[src/hdl/tisd_pkg.sv]
// Shared types and codes for the tagged integer / string decoder.
// No dependencies; imported by tisd_step and tagged_int_string_decoder.
package tisd_pkg;

    typedef enum logic [1:0] {
        PH_IDLE = 2'd0,
        PH_MAG  = 2'd1,
        PH_PAY  = 2'd2
    } t_phase;

    typedef enum logic [1:0] {
        K_INT = 2'd0,
        K_LEN = 2'd1,
        K_PAY = 2'd2,
        K_ERR = 2'd3
    } t_kind;

    typedef enum logic [1:0] {
        E_NONE  = 2'd0,
        E_TYPE  = 2'd1,
        E_TRUNC = 2'd2,
        E_LEN   = 2'd3
    } t_err;

    localparam logic [3:0] SIZE_1B = 4'h1;
    localparam logic [3:0] SIZE_2B = 4'h2;
    localparam logic [3:0] SIZE_4B = 4'h3;
    localparam logic [3:0] SIZE_8B = 4'h4;

    typedef struct packed {
        t_phase      phase;
        logic [3:0]  bytes_left;
        logic [63:0] acc;
        logic        neg;
        logic        str;
        logic [31:0] pay_left;
    } t_state;

    typedef struct packed {
        t_kind       kind;
        logic [63:0] value;
        logic [7:0]  pbyte;
        t_err        err;
        logic        last;
    } t_result;

    function automatic t_state idle_state();
        t_state s;
        s.phase      = PH_IDLE;
        s.bytes_left = 4'd0;
        s.acc        = 64'd0;
        s.neg        = 1'b0;
        s.str        = 1'b0;
        s.pay_left   = 32'd0;
        return s;
    endfunction

endpackage

[src/hdl/tisd_step.sv]
// Per-byte decode step: next state and optional result for one byte.
// Depends on tisd_pkg.
module tisd_step
    import tisd_pkg::*;
(
    input  t_state      i_state,
    input  logic        i_func,
    input  logic [7:0]  i_byte,
    input  logic        i_eob,
    output t_state      o_state,
    output logic        o_emit,
    output t_result     o_result
);

    logic [63:0] acc_sh;
    logic [3:0]  bl_dec;
    logic [31:0] pl_dec;
    logic [3:0]  size_n;
    logic        size_ok;
    logic        type_byte;

    assign acc_sh = {i_state.acc[55:0], i_byte};
    assign bl_dec = i_state.bytes_left - 4'd1;
    assign pl_dec = i_state.pay_left - 32'd1;

    always_comb begin
        size_ok = 1'b1;
        unique case (i_byte[3:0])
            SIZE_1B: size_n = 4'd1;
            SIZE_2B: size_n = 4'd2;
            SIZE_4B: size_n = 4'd4;
            SIZE_8B: size_n = 4'd8;
            default: begin
                size_n  = 4'd0;
                size_ok = 1'b0;
            end
        endcase
    end

    always_comb begin
        o_state   = i_state;
        o_emit    = 1'b0;
        o_result  = '{kind: K_INT, value: 64'd0, pbyte: 8'd0, err: E_NONE, last: 1'b0};
        type_byte = 1'b0;

        if (i_state.phase == PH_MAG) begin
            o_state.acc        = acc_sh;
            o_state.bytes_left = bl_dec;
            if (bl_dec != 4'd0) begin
                if (i_eob) begin
                    o_emit   = 1'b1;
                    o_result = '{K_ERR, 64'd0, 8'd0, E_TRUNC, 1'b1};
                    o_state  = idle_state();
                end
            end else if (!i_state.str) begin
                o_emit   = 1'b1;
                o_result = '{K_INT, (i_state.neg ? 64'd0 - acc_sh : acc_sh), 8'd0, E_NONE, 1'b1};
                o_state  = idle_state();
            end else if (acc_sh[63:32] != 32'd0 || (i_state.neg && acc_sh != 64'd0)) begin
                o_emit   = 1'b1;
                o_result = '{K_ERR, 64'd0, 8'd0, E_LEN, 1'b1};
                o_state  = idle_state();
            end else if (acc_sh == 64'd0) begin
                o_emit   = 1'b1;
                o_result = '{K_LEN, 64'd0, 8'd0, E_NONE, 1'b1};
                o_state  = idle_state();
            end else if (i_eob) begin
                o_emit   = 1'b1;
                o_result = '{K_ERR, 64'd0, 8'd0, E_TRUNC, 1'b1};
                o_state  = idle_state();
            end else begin
                o_emit           = 1'b1;
                o_result         = '{K_LEN, acc_sh, 8'd0, E_NONE, 1'b0};
                o_state.pay_left = acc_sh[31:0];
                o_state.phase    = PH_PAY;
            end
        end else if (i_state.phase == PH_PAY && i_state.pay_left != 32'd0) begin
            o_emit = 1'b1;
            if (pl_dec != 32'd0 && i_eob) begin
                o_result = '{K_ERR, 64'd0, 8'd0, E_TRUNC, 1'b1};
                o_state  = idle_state();
            end else if (pl_dec == 32'd0) begin
                o_result = '{K_PAY, 64'd0, i_byte, E_NONE, 1'b1};
                o_state  = idle_state();
            end else begin
                o_result         = '{K_PAY, 64'd0, i_byte, E_NONE, 1'b0};
                o_state.pay_left = pl_dec;
            end
        end else begin
            type_byte = 1'b1;
        end

        // Type byte: idle, unused phase code, or an empty payload phase
        if (type_byte) begin
            o_state = idle_state();
            if (!size_ok) begin
                o_emit   = 1'b1;
                o_result = '{K_ERR, 64'd0, 8'd0, E_TYPE, 1'b1};
            end else if (i_eob) begin
                o_emit   = 1'b1;
                o_result = '{K_ERR, 64'd0, 8'd0, E_TRUNC, 1'b1};
            end else begin
                o_state.neg        = (i_byte[7:4] != 4'd0);
                o_state.str        = i_func;
                o_state.bytes_left = size_n;
                o_state.phase      = PH_MAG;
            end
        end
    end

endmodule

[src/hdl/tagged_int_string_decoder.sv]
// Top level of the tagged sign-magnitude integer and string decoder.
// Depends on tisd_pkg and tisd_step.
//
// Feed the message one byte per input transaction, with i_func giving the kind
// (0 integer, 1 string) that starts at the next type byte and i_end_of_buffer
// marking the buffer's final byte. A type byte carries the sign in its high
// nibble (nonzero = negative) and a size code 1..4 in its low nibble, selecting
// 1, 2, 4 or 8 big-endian magnitude bytes. An integer gives one result: the
// signed value. A string gives its length and then one result per payload byte,
// with o_last on the final one; an empty string ends on its length. Errors
// (unknown size code, buffer ending early, negative or 2^32+ string length)
// give a single result with o_last set and return the decoder to the type-byte
// state. The block takes one byte per cycle while the output is not stalled: each
// byte is captured in an input register, decoded by a single pass of shift,
// count and compare logic, and any result lands in an output register, so a
// result passes through both registers before it is valid. Bytes that produce no
// result (valid type bytes and magnitude bytes before the last) keep moving even while the output is stalled.
module tagged_int_string_decoder
    import tisd_pkg::*;
(
    input  logic        i_clk,
    input  logic        i_rst_n,
    input  logic        i_in_valid,
    output logic        o_in_stall,
    input  logic        i_func,
    input  logic [7:0]  i_data_byte,
    input  logic        i_end_of_buffer,
    output logic        o_out_valid,
    input  logic        i_out_stall,
    output logic [1:0]  o_kind,
    output logic signed [63:0] o_decoded_value,
    output logic [7:0]  o_payload_byte,
    output logic [1:0]  o_error_code,
    output logic        o_last
);

    // Input register
    logic        r_in_valid;
    logic        r_func;
    logic [7:0]  r_byte;
    logic        r_eob;

    // Decoder state and output register
    t_state      r_state;
    t_state      n_state;
    logic        r_out_valid;
    t_result     r_result;

    logic        step_emit;
    t_result     step_result;
    logic        out_free;
    logic        advance;
    logic        accept;

    tisd_step u_step (
        .i_state  (r_state),
        .i_func   (r_func),
        .i_byte   (r_byte),
        .i_eob    (r_eob),
        .o_state  (n_state),
        .o_emit   (step_emit),
        .o_result (step_result)
    );

    // Output register can take a new result when empty or being drained
    assign out_free   = !r_out_valid || !i_out_stall;
    // Retire the held byte unless its result has nowhere to go
    assign advance    = r_in_valid && (!step_emit || out_free);
    assign o_in_stall = r_in_valid && !advance;
    assign accept     = i_in_valid && !o_in_stall;

    always_ff @(posedge i_clk) begin
        if (!i_rst_n) begin
            r_in_valid <= 1'b0;
        end else if (accept) begin
            r_in_valid <= 1'b1;
        end else if (advance) begin
            r_in_valid <= 1'b0;
        end
    end

    // Capture payload of a new transaction
    always_ff @(posedge i_clk) begin
        if (accept) begin
            r_func <= i_func;
            r_byte <= i_data_byte;
            r_eob  <= i_end_of_buffer;
        end
    end

    // Advance the decode state once per retired byte
    always_ff @(posedge i_clk) begin
        if (!i_rst_n) begin
            r_state <= idle_state();
        end else if (advance) begin
            r_state <= n_state;
        end
    end

    always_ff @(posedge i_clk) begin
        if (!i_rst_n) begin
            r_out_valid <= 1'b0;
        end else if (advance && step_emit) begin
            r_out_valid <= 1'b1;
        end else if (!i_out_stall) begin
            r_out_valid <= 1'b0;
        end
    end

    // Hold the result while stalled, load when a new one is produced
    always_ff @(posedge i_clk) begin
        if (advance && step_emit) begin
            r_result <= step_result;
        end
    end

    assign o_out_valid     = r_out_valid;
    assign o_kind          = r_result.kind;
    assign o_decoded_value = r_result.value;
    assign o_payload_byte  = r_result.pbyte;
    assign o_error_code    = r_result.err;
    assign o_last          = r_result.last;

`ifndef SYNTH
    a_mag_count: assert property (@(posedge i_clk) disable iff (!i_rst_n)
        r_state.phase == PH_MAG |-> r_state.bytes_left != 4'd0 && r_state.bytes_left <= 4'd8)
        else $error("magnitude phase with bad byte count");

    a_pay_count: assert property (@(posedge i_clk) disable iff (!i_rst_n)
        r_state.phase == PH_PAY |-> r_state.pay_left != 32'd0)
        else $error("payload phase with nothing left");

    a_idle_clean: assert property (@(posedge i_clk) disable iff (!i_rst_n)
        r_state.phase == PH_IDLE |-> r_state.acc == 64'd0 && r_state.bytes_left == 4'd0)
        else $error("idle state not cleared");

    a_err_last: assert property (@(posedge i_clk) disable iff (!i_rst_n)
        r_out_valid && r_result.kind == K_ERR |-> r_result.last && r_result.err != E_NONE)
        else $error("error result without last or code");

    a_no_emit_no_stall: assert property (@(posedge i_clk) disable iff (!i_rst_n)
        r_in_valid && !step_emit |-> !o_in_stall)
        else $error("byte without result held back");
`endif

endmodule

[config.mk]
export PLATFORM = sky130hd
export DESIGN_NAME = tagged_int_string_decoder
export DESIGN_NICKNAME = d
export VERILOG_FILES = /design/src/hdl/tisd_pkg.sv /design/src/hdl/tisd_step.sv /design/src/hdl/tagged_int_string_decoder.sv
export SDC_FILE = /design/constraint.sdc
export NUM_CORES = 1
export LEC_CHECK = 0
export BUFFER_PORTS_ARGS = -buffer_cell sky130_fd_sc_hd__buf_2
export CELL_PAD_IN_SITES_DETAIL_PLACEMENT = 1
export CELL_PAD_IN_SITES_GLOBAL_PLACEMENT = 1
export CORE_UTILIZATION = 35
export DETAILED_ROUTE_END_ITERATION = 8
export GPL_TIMING_DRIVEN = 0
export PLACE_DENSITY_LB_ADDON = 0.2
export SETUP_SLACK_MARGIN = 0.2
export SLEW_MARGIN = 10
export SYNTH_ARGS = -nofsm -noshare
export SYNTH_HDL_FRONTEND = slang
export SYNTH_HIERARCHICAL = 1
export SYNTH_SLANG_ARGS = --single-unit
[constraint.sdc]
create_clock -name i_clk -period 5.25 [get_ports i_clk]
set_input_delay 1.05 -clock i_clk [delete_from_list [all_inputs] [get_ports i_clk]]
set_output_delay 1.05 -clock i_clk [all_outputs]
set_load 0.05 [all_outputs]
Word-level counts from Yosys, hierarchy flattened
Cells that the tools add are included.
- RAM bits: 0
- memories kept: 0
- memory bits (read-only): 0
- register bits after elaboration: 185
- input port bits: 14
- latch bits: 0
- div/mod/pow operators: 0
- reductions and logical operators: 31
- add/subtract/negate cells: 3
- multipliers: 0
- bitwise logic cells: 0
- $lt $le $gt $ge: 0
- shift-type cells: 0
- multiplexer cells: 47
- equality and inequality tests: 9
- operator list (operator ; number):
    104-bit 2-to-1 mux ; 9
    77-bit 2-to-1 mux ; 11
    32-bit nonzero test ; 3
    76-bit 2-to-1 mux ; 1
    72-bit 2-to-1 mux ; 1
    70-bit 2-to-1 mux ; 1
    64-bit logical NOT ; 1
    32-bit 2-to-1 mux ; 2
    64-bit 2-to-1 mux ; 1
    64-bit nonzero test ; 1
    1-bit by 64-bit subtractor with 64-bit output, first input constant ; 1
    32-bit logical NOT ; 1
    32-bit by 1-bit subtractor with 32-bit output, second input constant ; 1
    4-bit one-hot mux with 4 select lines ; 1
    1-bit 2-to-1 mux ; 15
    4-bit nonzero test ; 3
    4-bit by 2-bit equality test with 1-bit output, second input constant ; 2
    1-bit logical AND ; 7
    2-bit 2-to-1 mux ; 3
    6-bit 2-to-1 mux ; 1
    6-bit by 5-bit != test with 1-bit output, second input constant ; 1
    3-bit AND reduction ; 2
    1-bit logical NOT ; 5
    5-bit 2-to-1 mux ; 1
    other kinds (13) ; 15

Logic depth before layout (Yosys ltp)
- depth in word-level cells: 15
- gate-level depth with buffers: 16
- mapped depth without buffers: 12

Hierarchy
Netlist, hierarchy kept.
- by module, submodules not included (module ; cells each ; instances ; area each (um2)):
    tagged_int_string_decoder ; 548 ; 1 ; 6795.3
    tisd_step ; 764 ; 1 ; 4772.1

Least setup slack after synthesis
OpenSTA, ideal clock, no wires.
- path kind: register to register
- start: register r_state[0] (netlist bit)
- end: register r_result, in the netlist o_decoded_value[0] (enable)
- library setup time: 0.444 ns
- data required time: 4.806 ns
- cell stages (with the launch flop): 10
- arrival time: 3.625 ns
- path buffers: 1
- setup slack: 1.181 ns
- path through: dfxtp_1 -> clkbuf_1 -> inv_1 -> ha_1 -> nor4b_1 -> a41o_1 -> nand3_1 -> nor2_1 -> nor2_1 -> and3_1
- cells in the longest elaborated chain, start to end: 11
- elaborated cells between the ends (all ways): 13
- classes of those cells: 7 x mux; 6 x reduce/logical
- RTL lines (item ; RTL line ; source):
    start, declared ; tagged_int_string_decoder.sv:44 ; t_state r_state;
    start signal, assigned ; tagged_int_string_decoder.sv:94 ; r_state <= idle_state();
    start signal, assigned ; tagged_int_string_decoder.sv:96 ; r_state <= n_state;
    32-bit nonzero test (*) ; tisd_step.sv:77 ; end else if (i_state.phase == PH_PAY && i_state.pay_left != 32'd0) begin
    1-bit logical AND (*) ; tisd_step.sv:77 ;
    1-bit 2-to-1 mux ; tisd_step.sv:77 ;
    1-bit 2-to-1 mux ; tisd_step.sv:46 ; if (i_state.phase == PH_MAG) begin
    1-bit 2-to-1 mux ; tisd_step.sv:99 ; end else if (i_eob) begin
    1-bit 2-to-1 mux ; tisd_step.sv:96 ; if (!size_ok) begin
    1-bit 2-to-1 mux (*) ; tisd_step.sv:94 ; if (type_byte) begin
    net step_emit ; tagged_int_string_decoder.sv:49 ; logic step_emit;
    1-bit logical NOT ; tagged_int_string_decoder.sv:68 ; assign advance = r_in_valid && (!step_emit || out_free);
    1-bit logical OR ; tagged_int_string_decoder.sv:68 ;
    1-bit logical AND ; tagged_int_string_decoder.sv:68 ;
    1-bit logical AND (*) ; tagged_int_string_decoder.sv:112 ; if (advance && step_emit) begin
    end signal, assigned ; tagged_int_string_decoder.sv:113 ; r_result <= step_result;
    end, declared ; tagged_int_string_decoder.sv:47 ; t_result r_result;
The timed path passes the listed nets; every way through them passes the cells marked *.
A chain may end at the register's enable or synchronous reset.

Final worst setup path
- start: register r_state[10] (netlist bit)
- end: output port o_in_stall
- cells in the longest elaborated chain, start to end: 12
- elaborated cells between the ends (all ways): 14
- classes of those cells: 7 x mux; 7 x reduce/logical
- RTL lines (item ; RTL line ; source):
    32-bit nonzero test (*) ; tisd_step.sv:77 ;
    1-bit logical AND (*) ; tisd_step.sv:77 ;
    1-bit 2-to-1 mux ; tisd_step.sv:77 ;
    1-bit 2-to-1 mux ; tisd_step.sv:46 ;
    1-bit 2-to-1 mux ; tisd_step.sv:99 ;
    1-bit 2-to-1 mux ; tisd_step.sv:96 ;
    1-bit 2-to-1 mux (*) ; tisd_step.sv:94 ;
    net step_emit ; tagged_int_string_decoder.sv:49 ;
    1-bit logical NOT (*) ; tagged_int_string_decoder.sv:68 ;
    1-bit logical OR (*) ; tagged_int_string_decoder.sv:68 ;
    1-bit logical AND (*) ; tagged_int_string_decoder.sv:68 ;
    1-bit logical NOT (*) ; tagged_int_string_decoder.sv:69 ; assign o_in_stall = r_in_valid && !advance;
    1-bit logical AND (*) ; tagged_int_string_decoder.sv:69 ;
    end, declared ; tagged_int_string_decoder.sv:24 ; output logic o_in_stall,
Marked as above.

==> impl_results.md <==
- Status: finished clean
- Final WL: 40,300 um
- TritonCTS clock tree: built
- Vias per inst: 5.78
- Detailed Route Iter0 Violations: 745
- Critical path's most frequent cell: nor2_1
- Num CTS Buffers: 17
- P_leak: 0.00456 uW
- Final Cycle Share: 90.3%
- Clk_skew: 0.0129 ns
- # IOs: 93
- HP Class: reg2reg
- Synthesized net count: 1,295
- Setup CP Type: reg2out
- Antenna cells: 0
- Initial Utilization: 35.5%
- Peak supply drop: 0.213 mV
- WP data required: 4.20 ns
- Dpl hpwl: 29,500 um
- Antenna viol nets, final: 0
- Core box area: 31,600 um2
- Overflow after GRT: 0
- FF+latch area: 4570 um2
- Vias in the first global route: 10,400
- Skew-Pair Late Insertion Delay: 0.46 ns
- GRT Overall Usage: 24.8%
- Final number of hold-violating endpoints: 0
- Max Clock Freq: 0.211 GHz
- IO Port Bufs: 91
- CP Cell Sequence: clkbuf_1 -> nor4_2 -> nand2_1 -> nor3_1 -> a41o_1 -> nand3_1 -> nor2_1 -> nor2_1 -> nand2_1 -> nor2_1 -> buf_2
- Fin nets: 1,406
- Via count: 10,400
- Clock slew at reported path FFs: 0.07 ns
- Slew @ Worst Pin: 1.03 ns
- Drc violations: 0
- Worst Path Buf+Inv: 2
- CP top delay family: simple AND/OR/NAND/NOR gates
- CP Launch Type: flop
- Die height: 181 um
- Post-Synthesis Cells: 1,272
- Fin. max-slew vios: 0
- Placer congestion estimate: 0.898
- Final setup fails: 0
- Placed insts: 1,766
- Clock Tree Buf Depth: 2
- Multi-input logic area: 6050 um2
- Total power: 3160 uW
- Initial antenna violation count: 0
- Root Buffer: clkbuf_16
- Clock tree sinks: 185
- CP max-delay cell: nor4_2
- Crit. End Element: output pin
- Layout cells sized above 1: 13.5%
- Hold Buf Count CTS: 0
- CP max FO: 10
- Layout Area Growth over Synthesis: 14.0%
- 1st-pass router iterations: 5
- Tmin final: 4.74 ns
- CTS H-tree lvls: 4
- PwrDens: 248 nW/um2
- Rel. slew slack: 31.1%
- RSZ-0062 raised after global routing: false
- Die area: 32,700 um2
- First-pass GRT wire length: 62,100 um
- Max stage delay on crit path: 0.50 ns
- Max_cap viols: 0
- Arr. time, crit path: 3.69 ns
- Non-Filler Instances: 1,798
- R2r setup slk: 0.61 ns
- Wire per inst: 22.4 um
- Die width: 181 um
- Synthesized area per cell: 8.80 um2
- Post-CTS setup buffers: 0
- Yosys Warn Count: 6
- # fillers: 3,707
- Largest net degree at the start of global routing: 41
- Mapped Area: 11,200 um2
- Rows: 65
==> cells in the final DEF, fill, tap and decap left out, types with 7 or more instances in the layout <==
cell type	count
nand2b_1	21
nand3_1	18
dfxtp_1	98
nor2_1	87
a311oi_1	10
buf_2	112
nand4_1	9
buf_6	7
clkbuf_16	17
and2_1	12
nor4_1	17
inv_1	15
o41ai_1	7
nand2_1	231
xnor2_1	27
edfxtp_1	87
o22ai_1	17
or3_1	13
o21ai_0	54
clkbuf_1	76
nor3_1	33
a22o_1	54
a31oi_1	14
ha_1	9
nand3b_1	7
or4_1	16
o31ai_1	14
a22oi_1	31
a21oi_1	43
xor2_1	25
or2_2	8
mux2i_1	96
==> metal layers <==
metal | GRT usage, % | vias to the layer above | routed length (um)
met3 | 2.88 | 55 | 1310
met1 | 31.2 | 5230 | 18100
met4 | 7.97 | 0 | 837
met5 | 0 | - | 0
li1 | - | 4857 | -
met2 | 43.9 | 250 | 20000
==> through the flow <==
stage / instance area (um2) / worst slack, ns / util, % / hold WS [ns] / TNS, ns
global placement: 12200 / -0.155 / 38.5 / 0.439 / -11.33
finish: 12800 / 0.507 / 40.4 / 0.458 / 0
CTS: 12800 / 0.287 / 40.4 / 0.460 / 0
global route: 12800 / 0.281 / 40.4 / 0.474 / 0
detailed placement: 12200 / 0.785 / 38.6 / 0.451 / 0
floorplan: 11200 / 1.18 / - / 0.431 / 0
==> registers in the layout, summed over array words and instances, names as in the netlist <==
name / flops
o_decoded_value: 64
o_error_code: 2
o_kind: 2
o_last: 1
o_out_valid: 1
o_payload_byte: 8
r_byte: 8
r_eob: 1
r_func: 1
r_in_valid: 1
r_state: 96
==> final timing paths <==
| check | from | cells past startpoint | to |
|---|---|---|---|
| worst max-delay path | r_state[10]$_SDFFE_PN0P_ | 11 | o_in_stall |
| worst min-delay path | r_state[39]$_SDFFE_PN0P_ | 2 | r_state[39]$_SDFFE_PN0P_ |
| worst max register to register | r_state[58]$_SDFFE_PN0P_ | 11 | r_state[31]$_SDFFE_PN0P_ |
| worst min register to register | r_state[39]$_SDFFE_PN0P_ | 2 | r_state[39]$_SDFFE_PN0P_ |
==> timing repair <==
action / CTS / global route
endpoints found under the setup margin: 0 / 1
endpoints found under the hold margin: 0 / 0
gates resized for setup: 0 / 1
==> tightest hold or removal path, delay by kind of cell, from the launching register on <==
family | cells | cell delay [ns]
DFF | 1 | 0.31
muxes | 1 | 0.05
and+or+nand+nor | 1 | 0.05
==> area by class of cell <==
| cell class | instances | area share [%] |
|---|---|---|
| buffer | 115 | 4.15 |
| multi-input combinational | 956 | 47.4 |
| inverter | 16 | 0.471 |
| clock buffer | 17 | 3.33 |
| tap | 402 | 3.94 |
| sequential | 185 | 35.9 |
| timing repair buffer | 92 | 3.73 |
| clock inverter | 15 | 1.10 |
==> report_power, final <==
group | switching, uW | internal, uW
Clock | 624 | 663
Sequential | 18.7 | 1540
Combinational | 237 | 76.0
(Power assumes the default switching activity.)
